[config.mk]
export PLATFORM = sky130hd
export DESIGN_NAME = open_loop_speed_ramp_angle_gen_unit_flat
export DESIGN_NICKNAME = d
export VERILOG_FILES = /design/src/design/olsr_pkg.sv /design/src/design/olsr_in_if.sv /design/src/design/olsr_out_if.sv /design/src/design/olsr_cfg_if.sv /design/src/design/olsr_seq.sv /design/src/design/open_loop_speed_ramp_angle_gen_unit.sv /design/src/flat_wrapper.sv
export SDC_FILE = /design/constraint.sdc
export NUM_CORES = 2
export LEC_CHECK = 0
export BUFFER_PORTS_ARGS = -buffer_cell sky130_fd_sc_hd__clkbuf_2
export CAP_MARGIN = 20
export CORE_UTILIZATION = 55
export DETAILED_ROUTE_END_ITERATION = 12
export GPL_ROUTABILITY_DRIVEN = 0
export PLACE_DENSITY = 0.75
export SLEW_MARGIN = 20
export SYNTH_ARGS = -nofsm -noshare
export SYNTH_HDL_FRONTEND = slang
export SYNTH_SLANG_ARGS = --single-unit
[constraint.sdc]
create_clock -name clk -period 8.7 [get_ports clk]
set_input_delay 1.305 -clock clk [delete_from_list [all_inputs] [get_ports clk]]
set_output_delay 1.305 -clock clk [all_outputs]
set_load 0.01 [all_outputs]
[src/design/olsr_pkg.sv]
// shared types, constants and control program of the speed ramp angle generator
`timescale 1ns / 1ps
package olsr_pkg;

  localparam int AngleBitsDef = 24;
  localparam int AdcBitsDef   = 12;

  localparam int RawW     = 12;
  localparam int StepW    = 23;
  localparam int GainW    = 16;
  localparam int SpeedW   = 24;
  localparam int QW       = 16;
  localparam int ModeW    = 3;
  localparam int DirW     = 2;
  localparam int ErrW     = 2;
  localparam int AngOutW  = 24;
  localparam int BusOutW  = 16;
  localparam int RegIdxW  = 3;
  localparam int CfgDataW = 23;
  localparam int MulAW    = 24;
  localparam int MulBW    = GainW;
  localparam int MulW     = MulAW + MulBW;
  localparam int PcW      = 3;

  // register indexes
  localparam logic [RegIdxW-1:0] REG_RAMP_THRESHOLD = 3'd0;
  localparam logic [RegIdxW-1:0] REG_ACCEL_STEP     = 3'd1;
  localparam logic [RegIdxW-1:0] REG_DECEL_STEP     = 3'd2;
  localparam logic [RegIdxW-1:0] REG_SPEED_GAIN     = 3'd3;
  localparam logic [RegIdxW-1:0] REG_BUS_GAIN       = 3'd4;
  localparam logic [RegIdxW-1:0] REG_ANGLE_GAIN     = 3'd5;
  localparam logic [RegIdxW-1:0] REG_Q_CURRENT      = 3'd6;

  // register reset values
  localparam logic [StepW-1:0] RstRampThreshold = 23'd2560;
  localparam logic [StepW-1:0] RstAccelStep     = 23'd64;
  localparam logic [StepW-1:0] RstDecelStep     = 23'd64;
  localparam logic [GainW-1:0] RstSpeedGain     = 16'd4096;
  localparam logic [GainW-1:0] RstBusGain       = 16'd4096;
  localparam logic [GainW-1:0] RstAngleGain     = 16'd256;

  // requested modes
  localparam logic [ModeW-1:0] MODE_FREE = 3'd0;
  localparam logic [ModeW-1:0] MODE_STOP = 3'd1;
  localparam logic [ModeW-1:0] MODE_CW   = 3'd2;
  localparam logic [ModeW-1:0] MODE_CCW  = 3'd3;
  localparam logic [ModeW-1:0] MODE_NONE = 3'd7;

  // rotation direction
  localparam logic [DirW-1:0] DIR_STILL = 2'd0;
  localparam logic [DirW-1:0] DIR_CW    = 2'd1;
  localparam logic [DirW-1:0] DIR_CCW   = 2'd2;

  // error codes
  localparam logic [ErrW-1:0] ERR_NONE   = 2'd0;
  localparam logic [ErrW-1:0] ERR_MODE   = 2'd1;
  localparam logic [ErrW-1:0] ERR_NO_BUS = 2'd2;

  // program steps
  localparam logic [PcW-1:0] STEP_MUL_BUS = 3'd0;
  localparam logic [PcW-1:0] STEP_MUL_SPD = 3'd1;
  localparam logic [PcW-1:0] STEP_UPDATE  = 3'd2;
  localparam logic [PcW-1:0] STEP_RAMP    = 3'd3;
  localparam logic [PcW-1:0] STEP_MUL_ANG = 3'd4;
  localparam logic [PcW-1:0] STEP_FINISH  = 3'd5;

  typedef enum logic [1:0] {
    MUL_NONE,
    MUL_BUS,
    MUL_SPD,
    MUL_ANG
  } mul_op_t;

  typedef struct packed {
    mul_op_t        mul_op;
    logic           take_bus;
    logic           update;
    logic           ramp;
    logic           finish;
    logic           jmp_nrun;
    logic [PcW-1:0] jmp_to;
    logic           last;
  } ctrl_t;

  typedef struct packed {
    ctrl_t word;
    logic  fire;
  } seq_ctl_t;

  // control store
  function automatic ctrl_t prog_word(input logic [PcW-1:0] pc);
    ctrl_t w;
    w = '0;
    case (pc)
      STEP_MUL_BUS: begin
        w.mul_op = MUL_BUS;
      end
      STEP_MUL_SPD: begin
        w.mul_op   = MUL_SPD;
        w.take_bus = 1'b1;
      end
      STEP_UPDATE: begin
        w.update = 1'b1;
      end
      STEP_RAMP: begin
        w.ramp     = 1'b1;
        w.jmp_nrun = 1'b1;
        w.jmp_to   = STEP_FINISH;
      end
      STEP_MUL_ANG: begin
        w.mul_op = MUL_ANG;
      end
      STEP_FINISH: begin
        w.finish = 1'b1;
        w.last   = 1'b1;
      end
      default: begin
        w.last = 1'b1;
      end
    endcase
    return w;
  endfunction

  // clamp a 25-bit sum to the signed 24-bit speed range
  function automatic logic signed [SpeedW-1:0] sat_speed(input logic signed [SpeedW:0] v);
    logic signed [SpeedW-1:0] r;
    if (v[SpeedW] != v[SpeedW-1]) begin
      r = v[SpeedW] ? {1'b1, {(SpeedW-1){1'b0}}} : {1'b0, {(SpeedW-1){1'b1}}};
    end else begin
      r = v[SpeedW-1:0];
    end
    return r;
  endfunction

endpackage

[src/design/olsr_in_if.sv]
// input channel: one control period of samples and requests
`timescale 1ns / 1ps
interface olsr_in_if;
  import olsr_pkg::*;

  logic             valid;
  logic             ready;
  logic [RawW-1:0]  speed_raw;
  logic [RawW-1:0]  bus_raw;
  logic [ModeW-1:0] req_mode;
  logic             fault_in;
  logic             run_request;

  modport source (
    output valid, speed_raw, bus_raw, req_mode, fault_in, run_request,
    input  ready
  );
  modport sink (
    input  valid, speed_raw, bus_raw, req_mode, fault_in, run_request,
    output ready
  );
endinterface

[src/design/olsr_out_if.sv]
// result channel: references and status of one control period
`timescale 1ns / 1ps
interface olsr_out_if;
  import olsr_pkg::*;

  logic                     valid;
  logic                     ready;
  logic signed [QW-1:0]     q_ref;
  logic [AngOutW-1:0]       angle_out;
  logic [BusOutW-1:0]       bus_out;
  logic signed [SpeedW-1:0] speed_now;
  logic                     driving;
  logic [ErrW-1:0]          error_code;

  modport source (
    output valid, q_ref, angle_out, bus_out, speed_now, driving, error_code,
    input  ready
  );
  modport sink (
    input  valid, q_ref, angle_out, bus_out, speed_now, driving, error_code,
    output ready
  );
endinterface

[src/design/olsr_cfg_if.sv]
// configuration write channel
`timescale 1ns / 1ps
interface olsr_cfg_if;
  import olsr_pkg::*;

  logic                valid;
  logic                ready;
  logic [RegIdxW-1:0]  index;
  logic [CfgDataW-1:0] data;

  modport source (
    output valid, index, data,
    input  ready
  );
  modport sink (
    input  valid, index, data,
    output ready
  );
endinterface

[src/design/olsr_seq.sv]
// microcode sequencer: step counter, control store and conditional jump
`timescale 1ns / 1ps
module olsr_seq (
  input  logic              clk,
  input  logic              rst,
  input  logic              start,
  input  logic              out_blocked,
  input  logic              running,
  output olsr_pkg::seq_ctl_t ctl,
  output logic              busy
);
  import olsr_pkg::*;

  logic [PcW-1:0] pc;
  ctrl_t          word;
  logic           stall;

  assign word     = prog_word(pc);
  // the finishing step waits for room in the result register
  assign stall    = word.finish && out_blocked;
  assign ctl.word = word;
  assign ctl.fire = busy && !stall;

  always_ff @(posedge clk) begin
    if (rst) begin
      busy <= 1'b0;
      pc   <= STEP_MUL_BUS;
    end else if (!busy) begin
      if (start) begin
        busy <= 1'b1;
        pc   <= STEP_MUL_BUS;
      end
    end else if (ctl.fire) begin
      if (word.last) begin
        busy <= 1'b0;
      end else if (word.jmp_nrun && !running) begin
        pc <= word.jmp_to;
      end else begin
        pc <= pc + 1'b1;
      end
    end
  end
endmodule

[src/design/open_loop_speed_ramp_angle_gen_unit.sv]
// open-loop motor speed ramp and angle generator, top level
`timescale 1ns / 1ps
// one item at a time: the next item is taken only after its six-step control program
//   finishes; the program shares one 24x16 multiplier and skips the angle step when stopped
// a waiting result stalls only the last step; the next item is taken once it is stored
// reset: registers to defaults, speed/angle/target cleared, no mode yet, not running
module open_loop_speed_ramp_angle_gen_unit #(
  parameter int ANGLE_BITS = olsr_pkg::AngleBitsDef,
  parameter int ADC_BITS   = olsr_pkg::AdcBitsDef
) (
  input logic         clk,
  input logic         rst,
  olsr_in_if.sink     samples,
  olsr_out_if.source  refs,
  olsr_cfg_if.sink    cfg
);
  import olsr_pkg::*;

  // only the low ADC_BITS of the 12-bit samples count
  localparam int AdcUse = (ADC_BITS < RawW) ? ADC_BITS : RawW;
  localparam logic [RawW-1:0] AdcMask = RawW'((1 << AdcUse) - 1);
  localparam int AngExtW = 56;

  // configuration registers
  logic [StepW-1:0]     ramp_threshold;
  logic [StepW-1:0]     accel_step;
  logic [StepW-1:0]     decel_step;
  logic [GainW-1:0]     speed_gain;
  logic [GainW-1:0]     bus_gain;
  logic [GainW-1:0]     angle_gain;
  logic signed [QW-1:0] q_current_setting;

  // item held during its program
  logic [RawW-1:0]  in_speed_raw;
  logic [RawW-1:0]  in_bus_raw;
  logic [ModeW-1:0] in_mode;
  logic             in_fault;
  logic             in_run;

  // controller state
  logic signed [SpeedW-1:0] speed_set;
  logic signed [SpeedW-1:0] speed_target;
  logic [RawW-1:0]          last_speed_raw;
  logic [ANGLE_BITS-1:0]    angle_acc;
  logic [DirW-1:0]          direction;
  logic [ModeW-1:0]         motor_mode;
  logic signed [QW-1:0]     q_hold;
  logic                     running;

  // datapath
  logic [MulW-1:0]    prod;
  logic [MulAW-1:0]   mul_a;
  logic [MulBW-1:0]   mul_b;
  logic [BusOutW-1:0] bus_val;
  logic [ErrW-1:0]    err_code;
  logic [SpeedW-1:0]  speed_u;
  logic [SpeedW-1:0]  speed_mag;

  // result register
  logic                     out_valid;
  logic signed [QW-1:0]     res_q_ref;
  logic [AngOutW-1:0]       res_angle;
  logic [BusOutW-1:0]       res_bus;
  logic signed [SpeedW-1:0] res_speed;
  logic                     res_driving;
  logic [ErrW-1:0]          res_err;

  seq_ctl_t ctl;
  logic     busy;
  logic     take_item;

  assign take_item     = samples.valid && samples.ready;
  assign samples.ready = !busy;
  assign cfg.ready     = 1'b1;

  olsr_seq u_seq (
    .clk        (clk),
    .rst        (rst),
    .start      (take_item),
    .out_blocked(out_valid && !refs.ready),
    .running    (running),
    .ctl        (ctl),
    .busy       (busy)
  );

  // configuration writes, unknown indexes dropped
  always_ff @(posedge clk) begin
    if (rst) begin
      ramp_threshold    <= RstRampThreshold;
      accel_step        <= RstAccelStep;
      decel_step        <= RstDecelStep;
      speed_gain        <= RstSpeedGain;
      bus_gain          <= RstBusGain;
      angle_gain        <= RstAngleGain;
      q_current_setting <= '0;
    end else if (cfg.valid && cfg.ready) begin
      case (cfg.index)
        REG_RAMP_THRESHOLD: ramp_threshold    <= cfg.data;
        REG_ACCEL_STEP:     accel_step        <= cfg.data;
        REG_DECEL_STEP:     decel_step        <= cfg.data;
        REG_SPEED_GAIN:     speed_gain        <= cfg.data[GainW-1:0];
        REG_BUS_GAIN:       bus_gain          <= cfg.data[GainW-1:0];
        REG_ANGLE_GAIN:     angle_gain        <= cfg.data[GainW-1:0];
        REG_Q_CURRENT:      q_current_setting <= $signed(cfg.data[QW-1:0]);
        default: ;
      endcase
    end
  end

  // latch the item when it is taken
  always_ff @(posedge clk) begin
    if (take_item) begin
      in_speed_raw <= samples.speed_raw & AdcMask;
      in_bus_raw   <= samples.bus_raw & AdcMask;
      in_mode      <= samples.req_mode;
      in_fault     <= samples.fault_in;
      in_run       <= samples.run_request;
    end
  end

  // magnitude of the setpoint, -2^23 maps to 2^23
  assign speed_u   = speed_set;
  assign speed_mag = speed_u[SpeedW-1] ? (SpeedW'(0) - speed_u) : speed_u;

  // shared multiplier operand select
  always_comb begin
    case (ctl.word.mul_op)
      MUL_BUS: begin
        mul_a = MulAW'(in_bus_raw);
        mul_b = bus_gain;
      end
      MUL_SPD: begin
        mul_a = MulAW'(in_speed_raw);
        mul_b = speed_gain;
      end
      MUL_ANG: begin
        mul_a = speed_mag;
        mul_b = angle_gain;
      end
      default: begin
        mul_a = '0;
        mul_b = '0;
      end
    endcase
  end

  always_ff @(posedge clk) begin
    if (ctl.fire && (ctl.word.mul_op != MUL_NONE)) begin
      prod <= mul_a * mul_b;
    end
  end

  // scaled bus voltage, >>12 with saturation at 16 bits
  always_ff @(posedge clk) begin
    if (ctl.fire && ctl.word.take_bus) begin
      bus_val <= (|prod[MulW-1:28]) ? {BusOutW{1'b1}} : prod[27:12];
    end
  end

  // ramp toward the target
  logic signed [SpeedW:0]   ramp_diff;
  logic signed [SpeedW:0]   ramp_limit;
  logic signed [SpeedW:0]   ramp_up;
  logic signed [SpeedW:0]   ramp_down;
  logic signed [SpeedW-1:0] ramp_next;

  always_comb begin
    ramp_diff  = {speed_target[SpeedW-1], speed_target} - {speed_set[SpeedW-1], speed_set};
    ramp_limit = $signed({2'b00, ramp_threshold});
    ramp_up    = {speed_set[SpeedW-1], speed_set} + $signed({2'b00, accel_step});
    ramp_down  = {speed_set[SpeedW-1], speed_set} - $signed({2'b00, decel_step});
    if (ramp_diff == '0) begin
      ramp_next = speed_set;
    end else if (ramp_diff >= ramp_limit) begin
      ramp_next = sat_speed(ramp_up);
    end else if (ramp_diff <= -ramp_limit) begin
      ramp_next = sat_speed(ramp_down);
    end else begin
      ramp_next = speed_target;
    end
  end

  // angle integration from the registered |speed| * gain product
  logic [31:0]           step_wide;
  logic [ANGLE_BITS-1:0] angle_step;
  logic                  angle_neg;
  logic                  angle_moves;
  logic [ANGLE_BITS-1:0] angle_after;
  logic [AngExtW-1:0]    angle_ext;
  logic                  drive;

  always_comb begin
    step_wide   = 32'(prod[MulW-1:16]);
    angle_step  = step_wide[ANGLE_BITS-1:0];
    angle_neg   = speed_set[SpeedW-1] != (direction == DIR_CCW);
    angle_moves = running && ((direction == DIR_CW) || (direction == DIR_CCW));
    if (!angle_moves) begin
      angle_after = angle_acc;
    end else if (angle_neg) begin
      angle_after = angle_acc - angle_step;
    end else begin
      angle_after = angle_acc + angle_step;
    end
    // top 24 bits of the angle, zero-filled below when narrower
    angle_ext = AngExtW'({angle_after, 24'd0});
    drive     = running && !in_fault;
  end

  // controller state updates, one program step at a time
  always_ff @(posedge clk) begin
    if (rst) begin
      speed_set      <= '0;
      speed_target   <= '0;
      last_speed_raw <= '0;
      angle_acc      <= '0;
      direction      <= DIR_STILL;
      motor_mode     <= MODE_NONE;
      q_hold         <= '0;
      running        <= 1'b0;
      err_code       <= ERR_NONE;
    end else if (ctl.fire) begin
      if (ctl.word.update) begin
        // new raw speed, new target
        if (in_speed_raw != last_speed_raw) begin
          last_speed_raw <= in_speed_raw;
          speed_target   <= $signed({8'd0, prod[27:12]});
        end
        // mode change: reset setpoint, take direction and q reference
        if ((in_mode != motor_mode) && (in_mode inside {[MODE_FREE:MODE_CCW]})) begin
          speed_set  <= '0;
          q_hold     <= (in_mode == MODE_FREE) ? '0 : q_current_setting;
          direction  <= (in_mode == MODE_CW)  ? DIR_CW :
                        (in_mode == MODE_CCW) ? DIR_CCW : DIR_STILL;
          motor_mode <= in_mode;
        end
        // run request, start refused without bus voltage
        if (in_run != running) begin
          if (!in_run) begin
            running <= 1'b0;
          end else if (in_bus_raw != '0) begin
            running <= 1'b1;
          end
        end
        // invalid mode wins over missing bus
        if ((in_mode != motor_mode) && !(in_mode inside {[MODE_FREE:MODE_CCW]})) begin
          err_code <= ERR_MODE;
        end else if (in_run && !running && (in_bus_raw == '0)) begin
          err_code <= ERR_NO_BUS;
        end else begin
          err_code <= ERR_NONE;
        end
      end
      if (ctl.word.ramp && running) begin
        speed_set <= ramp_next;
      end
      if (ctl.word.finish && running) begin
        angle_acc <= angle_after;
        // a fault drops the target
        if (in_fault) begin
          speed_target <= '0;
        end
      end
    end
  end

  // result register, refilled only when empty or being taken
  always_ff @(posedge clk) begin
    if (rst) begin
      out_valid <= 1'b0;
    end else begin
      if (refs.ready) begin
        out_valid <= 1'b0;
      end
      if (ctl.fire && ctl.word.finish) begin
        out_valid <= 1'b1;
      end
    end
  end

  always_ff @(posedge clk) begin
    if (ctl.fire && ctl.word.finish) begin
      res_q_ref   <= drive ? q_hold : '0;
      res_angle   <= drive ? angle_ext[ANGLE_BITS+23 -: AngOutW] : '0;
      res_bus     <= drive ? bus_val : '0;
      res_speed   <= speed_set;
      res_driving <= drive;
      res_err     <= err_code;
    end
  end

  assign refs.valid      = out_valid;
  assign refs.q_ref      = res_q_ref;
  assign refs.angle_out  = res_angle;
  assign refs.bus_out    = res_bus;
  assign refs.speed_now  = res_speed;
  assign refs.driving    = res_driving;
  assign refs.error_code = res_err;
endmodule

[src/flat_wrapper.sv]
// flat-port wrapper written by rule: the top's interface ports become plain ports
module open_loop_speed_ramp_angle_gen_unit_flat import olsr_pkg::*;
#(
  parameter int ANGLE_BITS = olsr_pkg::AngleBitsDef,
  parameter int ADC_BITS   = olsr_pkg::AdcBitsDef
)
  (clk, rst, samples_valid, samples_speed_raw, samples_bus_raw, samples_req_mode, samples_fault_in, samples_run_request, samples_ready, refs_valid, refs_q_ref, refs_angle_out, refs_bus_out, refs_speed_now, refs_driving, refs_error_code, refs_ready, cfg_valid, cfg_index, cfg_data, cfg_ready);
  olsr_in_if samples_i ();
  olsr_out_if refs_i ();
  olsr_cfg_if cfg_i ();
  input logic clk;
  input logic rst;
  input wire logic [$bits(samples_i.valid)-1:0] samples_valid;
  input wire logic [$bits(samples_i.speed_raw)-1:0] samples_speed_raw;
  input wire logic [$bits(samples_i.bus_raw)-1:0] samples_bus_raw;
  input wire logic [$bits(samples_i.req_mode)-1:0] samples_req_mode;
  input wire logic [$bits(samples_i.fault_in)-1:0] samples_fault_in;
  input wire logic [$bits(samples_i.run_request)-1:0] samples_run_request;
  output wire logic [$bits(samples_i.ready)-1:0] samples_ready;
  output wire logic [$bits(refs_i.valid)-1:0] refs_valid;
  output wire logic [$bits(refs_i.q_ref)-1:0] refs_q_ref;
  output wire logic [$bits(refs_i.angle_out)-1:0] refs_angle_out;
  output wire logic [$bits(refs_i.bus_out)-1:0] refs_bus_out;
  output wire logic [$bits(refs_i.speed_now)-1:0] refs_speed_now;
  output wire logic [$bits(refs_i.driving)-1:0] refs_driving;
  output wire logic [$bits(refs_i.error_code)-1:0] refs_error_code;
  input wire logic [$bits(refs_i.ready)-1:0] refs_ready;
  input wire logic [$bits(cfg_i.valid)-1:0] cfg_valid;
  input wire logic [$bits(cfg_i.index)-1:0] cfg_index;
  input wire logic [$bits(cfg_i.data)-1:0] cfg_data;
  output wire logic [$bits(cfg_i.ready)-1:0] cfg_ready;
  assign samples_i.valid = samples_valid;
  assign samples_i.speed_raw = samples_speed_raw;
  assign samples_i.bus_raw = samples_bus_raw;
  assign samples_i.req_mode = samples_req_mode;
  assign samples_i.fault_in = samples_fault_in;
  assign samples_i.run_request = samples_run_request;
  assign samples_ready = samples_i.ready;
  assign refs_valid = refs_i.valid;
  assign refs_q_ref = refs_i.q_ref;
  assign refs_angle_out = refs_i.angle_out;
  assign refs_bus_out = refs_i.bus_out;
  assign refs_speed_now = refs_i.speed_now;
  assign refs_driving = refs_i.driving;
  assign refs_error_code = refs_i.error_code;
  assign refs_i.ready = refs_ready;
  assign cfg_i.valid = cfg_valid;
  assign cfg_i.index = cfg_index;
  assign cfg_i.data = cfg_data;
  assign cfg_ready = cfg_i.ready;
  open_loop_speed_ramp_angle_gen_unit #(.ANGLE_BITS(ANGLE_BITS), .ADC_BITS(ADC_BITS)) u_core (.clk(clk), .rst(rst), .samples(samples_i), .refs(refs_i), .cfg(cfg_i));
endmodule
* Word-level counts from Yosys, hierarchy flattened *
Index checks and enable logic that the tools add are counted.
Widths: inputs -> output; s select.

word-level totals
  register bits after elaboration = 414
  logic and storage cells = 167

cells by class
  eq/ne operators = 28
  multipliers = 1
  add/subtract/negate cells = 8
  reductions and logical operators = 51
  muxes and demuxes = 43
  magnitude comparators = 4

operator list
  cell                   number
  $mux 24                17
  $pmux 24 s3            1
  $sub 24x24->25         2
  $pmux 16 s3            1
  $mul 24x16->40         1
  $add 24x24->25         1
  $ge 25x24->1           1
  $le 25x25->1           1
  $logic_not 25->1       1
  $neg 23->25            1
  $add 24x24->24         1
  $sub 1x24->24 const A  1
  $sub 24x24->24         1
  $eq 3x2->1 const B     6
  $reduce_and 2->1       9
  $logic_and 1x1->1      17
  $mux 16                1
  $eq 3x3->1 const B     5
  $mux 3                 5
  $logic_not 12->1       1
  $mux 1                 12
  $ne 12x12->1           1
  $reduce_bool 12->1     1
  $reduce_or 12->1       1
  20 further kinds       46

* Depth between registers and ports, before layout *
  depth after elaboration = 7
  mapped depth = 35
  mapped depth without buffers = 34

* By module *
From an unflattened synthesis, not the netlist that was laid out.

unflattened totals
  cell total of the unflattened synthesis = 3894
  area, all modules = 34130.2 sq um

modules (own cells, without submodules)
  module                               area each (sq um)  times used  cells each
  open_loop_speed_ramp_angle_gen_unit  33763.6            1           3854
  olsr_seq                             366.6              1           40

* Worst setup path after synthesis *
No wires, ideal clock.

  path type = reg-to-reg
  from = register u_core.u_seq.pc[1]
  to = register u_core.prod[24] (data pin)
  path slack = 0.457 ns
  arrival = 7.981 ns
  required time = 8.438 ns
  cell stages (with the launch flop) = 34
  path buffers = 3
  period minus slack after synthesis = 8.243 ns
  cells stage by stage = dfxtp_1 > inv_1 > ha_1 > mux2_2 > clkbuf_1 > clkbuf_1 > nand2_1 > nand3_1 > o21ai_1 > nor2_1 > clkbuf_1 > nand2_1 > fa_1 > fa_1 > fa_1 > inv_1 > fa_1 > fa_1 > inv_1 > fa_1 > inv_1 > ha_1 > a21o_1 > a21o_1 > a31o_2 > a22o_1 > a211oi_1 > nor2b_1 > o21a_1 > o21a_1 > or3_1 > a21oi_1 > o21bai_1 > xor2_1

between the ends
  longest elaborated chain between the ends = 5
  elaborated cells on any way between the ends = 10
  those cells by class = mul: 1; eq/ne: 5; mux: 3; reduce/logical: 1

RTL lines
  item                                               line                                        RTL
  from (decl)                                        olsr_seq.sv:14                              logic [PcW-1:0] pc;
  from (signal assigned)                             olsr_seq.sv:37                              pc <= word.jmp_to;
  from (signal assigned)                             olsr_seq.sv:39                              pc <= pc + 1'b1;
  $eq 3x3->1 (tied with other cells)                 olsr_pkg.sv:94                              case (pc)
  $pmux 2 s3 *                                       olsr_pkg.sv:94
  $eq 2x2->1 / $eq 2x1->1 (equally long branches)    open_loop_speed_ramp_angle_gen_unit.sv:127  case (ctl.word.mul_op)
  $pmux 24 s3 / $pmux 16 s3 (equally long branches)  open_loop_speed_ramp_angle_gen_unit.sv:127
  $mul 24x16->40 *                                   open_loop_speed_ramp_angle_gen_unit.sv:149  prod <= mul_a * mul_b;
  to (signal assigned)                               open_loop_speed_ramp_angle_gen_unit.sv:149
  to (decl)                                          open_loop_speed_ramp_angle_gen_unit.sv:51   logic [MulW-1:0] prod;

Mark *: on every way between the ends. The rest lies on a longest branch, timed or not.
A chain may end at the register's enable or synchronous reset.

* Worst setup path after layout *
  from = register u_core.speed_set[23]
  to = register u_core.prod[24] (data pin)

between the ends
  longest elaborated chain between the ends = 4

RTL lines
  item                    line                                        RTL
  from (decl)             open_loop_speed_ramp_angle_gen_unit.sv:41   logic signed [SpeedW-1:0] speed_set;
  from (signal assigned)  open_loop_speed_ramp_angle_gen_unit.sv:254  speed_set <= ramp_next;
  $sub 1x24->24           open_loop_speed_ramp_angle_gen_unit.sv:123  assign speed_mag = speed_u[SpeedW-1] ? (SpeedW'(0) - speed_u) : speed_u;
  $mux 24 *               open_loop_speed_ramp_angle_gen_unit.sv:123
  $pmux 24 s3 *           open_loop_speed_ramp_angle_gen_unit.sv:127
  $mul 24x16->40 *        open_loop_speed_ramp_angle_gen_unit.sv:149

Marked as above.

==> summary.md <==
| Metric | Value |
|---|---|
| VDD IR max | `0.0001440 V` |
| Initial antenna violation count | `1` |
| Worst Path Max Fanout | `21` |
| Worst R2R Path Depth | `26` |
| Slew Viols, Final | `0` |
| EDFF count, synth | `~160` |
| N_diodes | `0` |
| Worst Hold Path Cells | `0` |
| Worst hold path class | `reg2reg` |
| Mapped Cells | `a little under 4,000` |
| Most frequent cells after synthesis | `nand2_1 (724), inv_1 (464), nor2_1 (335)` |
| CTS buffer count | `44` |
| Area growth syn-to-layout | `10.62%` |
| DIE WIDTH | `250.9 um` |
| ANT nets after route | `0` |
| Outcome | `finished, final reports clean` |
| GRT Max-Usage Layer | `met2` |
| Number of synthesized register bits | `~400` |
| Clock-pin slew on the worst setup and hold paths | `~0.06 ns` |
| Crit end category | `register` |
| Violation count after the first detailed-route iteration | `a little over 3,000` |
| Period minus WS final | `~8.4 ns` |
| Relative slew slack | `between 20% and 30%` |
| Sequential share of the synthesized area | `~28%` |
| First-pass DRT Iterations | `12` |
| GR Util met3 | `between 8 and 9%` |
| First-pass GRT wire length | `around 160,000 um` |
| GRT Total Usage | `about 33%` |
| Row count | `90` |
| Fmax | `approximately 0.12 GHz` |
| Worst Path Class, Setup | `reg2reg` |
| Layout cells sized above 1 | `under 10%` |
| H-tree depth | `2` |
| Max-cap violations | `0` |
| Yosys Warn Count | `0` |
| CTS Buffer Depth | `3` |
| Drt wl/cell | `approximately 21 um` |
| Clock tree sinks | `about 400` |
| Dpl ws | `0.2256 ns` |
| Post-synth top area share | `18.16%` |
| Synth cell types | `78` |
| Crit share post-route | `96.93%` |
| CTS tree | `done` |
| Crit path required time | `9.06 ns` |
| Mean Syn Cell Area | `about 8.6 sq um` |
| Synth top area cells | `fa_1 (18%), dfxtp_1 (14%), edfxtp_1 (14%), ha_1 (9.5%), nand2_1 (8.0%)` |
| Grt ovf | `0` |
| Fin Setup TNS | `0 ns` |
| Starting Density | `a little under three fifths` |
| Synth async-reset ratio | `0%` |
| Synthesized cell area | `~0.034 sq mm` |
| Final Worst Setup Slack | `0.2669 ns` |
| Vias in the first global route | `about 28,000` |
| CP arrival | `8.79 ns` |
| Core Box Area | `0.06081 sq mm` |
| CTS Root Cell | `clkbuf_16` |
| Clock latency on the worst-skew pair | `just over 0.6 ns` |
| Net count after synthesis | `around 4,600` |
| Input/output buffers | `roughly 140` |
| DIE AREA | `between 0.06 and 0.07 sq mm` |
| # setup viols final | `0` |
| Met1 usage | `about 45%` |
| Leakage power | `approximately 16 nW` |
| Vias per inst | `a little under 6` |
| Layout Skew | `0.03254 ns` |
| Post-DP HPWL | `just under 80,000 um` |
| Ys flop type | `dfxtp_1` |
| Via count | `a little under 30,000` |
| Detailed Route WL | `between 100,000 and 150,000 um` |
| Met2 Use GR | `49.21%` |
| DRC viols | `0` |
| Die Span Y | `250.9 um` |
| I/O Pins | `approximately 150` |
| Count leader, synth | `nand2_1` |
| Leading area contributor after synthesis | `fa_1` |
| Crit start category | `register` |
| Largest net degree at the start of global routing | `85` |
| # hold bufs at CTS | `0` |
| Fin nets | `~4,700` |
| Power Dens Cells | `around 160 mW/mm^2` |
| Hold Fails Final Rpt | `0` |
| Measured slew at the worst slew-check pin | `1.137 ns` |
| RSZ-0062 raised after global routing | `no` |
-- placed cells by master, fill, tap and decap left out, drive strengths merged, types with 22 or more instances in the layout --
master	netlist	layout
a211oi	24	24
fa	309	309
nor3	56	56
buf	15	110
a22oi	25	25
dfxtp	246	246
o31ai	28	28
o21a	28	28
nand2b	43	43
nor2	335	335
nor2b	31	31
a21oi	323	323
and2	52	52
nand4	29	29
o21ai	81	81
clkbuf	143	201
xor2	42	42
a21o	66	66
and3	22	22
nand3	54	54
ha	260	260
edfxtp	156	156
nor4	27	27
nand2	724	724
inv	464	466
xnor2	130	130
-- registers in the layout, summed over array words and instances, names as in the netlist, 23 cells and up --
signal and flops:
u_core.speed_target 24, u_core.refs.speed_now 24, u_core.prod 28, u_core.angle_acc 24
u_core.ramp_threshold 23, u_core.accel_step 23, u_core.refs.angle_out 24, u_core.decel_step 23
u_core.speed_set 24
-- report_power, final --
group	switching, mW	total (mW)	internal (mW)
Sequential	0.100	2.13	2.03
Clock	0.817	1.99	1.17
Combinational	1.08	1.75	0.671
-- repair_timing --
| action | CTS | global route |
|---|---|---|
| gates resized for setup | 0 | 27 |
| setup buffers | 0 | 1 |
| endpoints found under the setup margin | 0 | 12 |
-- layer usage --
metal / wire (um) / part of all wire (%)
met5: 0 / 0
met4: 4852 / 4.7
met3: 11670 / 11
met2: 44070 / 43
met1: 42060 / 41
-- worst max-delay path, cell delays in order, from the launching register on --
cell      delay [ns]
dfxtp_1         0.89
buf_4           0.41
mux2_2          0.26
mux2i_1         0.11
o21ai_1         0.74
nand2_1         0.17
fa_1            0.51
fa_1            0.49
inv_1           0.05
fa_1            0.53
fa_1            0.44
fa_1            0.51
inv_1           0.06
fa_1            0.47
inv_1           0.04
ha_1            0.30
a21o_1          0.19
a31o_2          0.24
a22o_1          0.21
a211oi_1        0.29
nor2b_1         0.12
o21a_1          0.21
o21a_1          0.19
or3_1           0.30
a21oi_1         0.20
o21bai_1        0.10
xor2_1          0.14
-- logic make-up after synthesis --
kind of cell / count (synthesis) / synth area share, %
flip-flops: 402 / 28.20
adder cells (fa/ha/maj): 569 / 27.70
AO/OA/AOI/OAI: 744 / 13.93
XOR/XNOR: 172 / 4.421
AND/OR/NAND/NOR: 1435 / 18.35
other: 1 / 0.01101
multiplexers: 15 / 0.4517
buffers and inverters: 623 / 6.926
-- final timing paths --
kind | endpoint | startpoint | slack [ns]
worst max-delay path | u_core.prod[24] | u_core.speed_set[23] | 0.27
worst min-delay path | u_core.refs.error_code[1] | u_core.err_code[1] | 0.44
worst max register to register | u_core.prod[24] | u_core.speed_set[23] | 0.27
worst min register to register | u_core.refs.error_code[1] | u_core.err_code[1] | 0.44
-- through the flow --
stage	hold slack [ns]	power, mW	instances	util (%)	cell area [sq um]
6_report	0.4426	5.862	4919	61.98	37690
3_5_place_dp	0.4295	3.861	4837	59.28	36050
4_1_cts	0.4397	5.845	4918	61.79	37580
2_1_floorplan	0.4081	3.299	3961	-	34070
3_3_place_gp	0.4145	3.814	4837	59.28	36050
5_1_grt	0.4574	6.140	4919	61.98	37690
-- cell type report --
cell class,instances,area (sq um)
clock buffers,58,1216
clock inverters,23,310.3
fillers,5197,23120
inverters,465,1745
multi-input cells,2936,22260
flip-flops and latches,402,9610
well taps,782,978.4
repair buffers,253,1570
No activity file was read; power rests on OpenSTA's default activity.
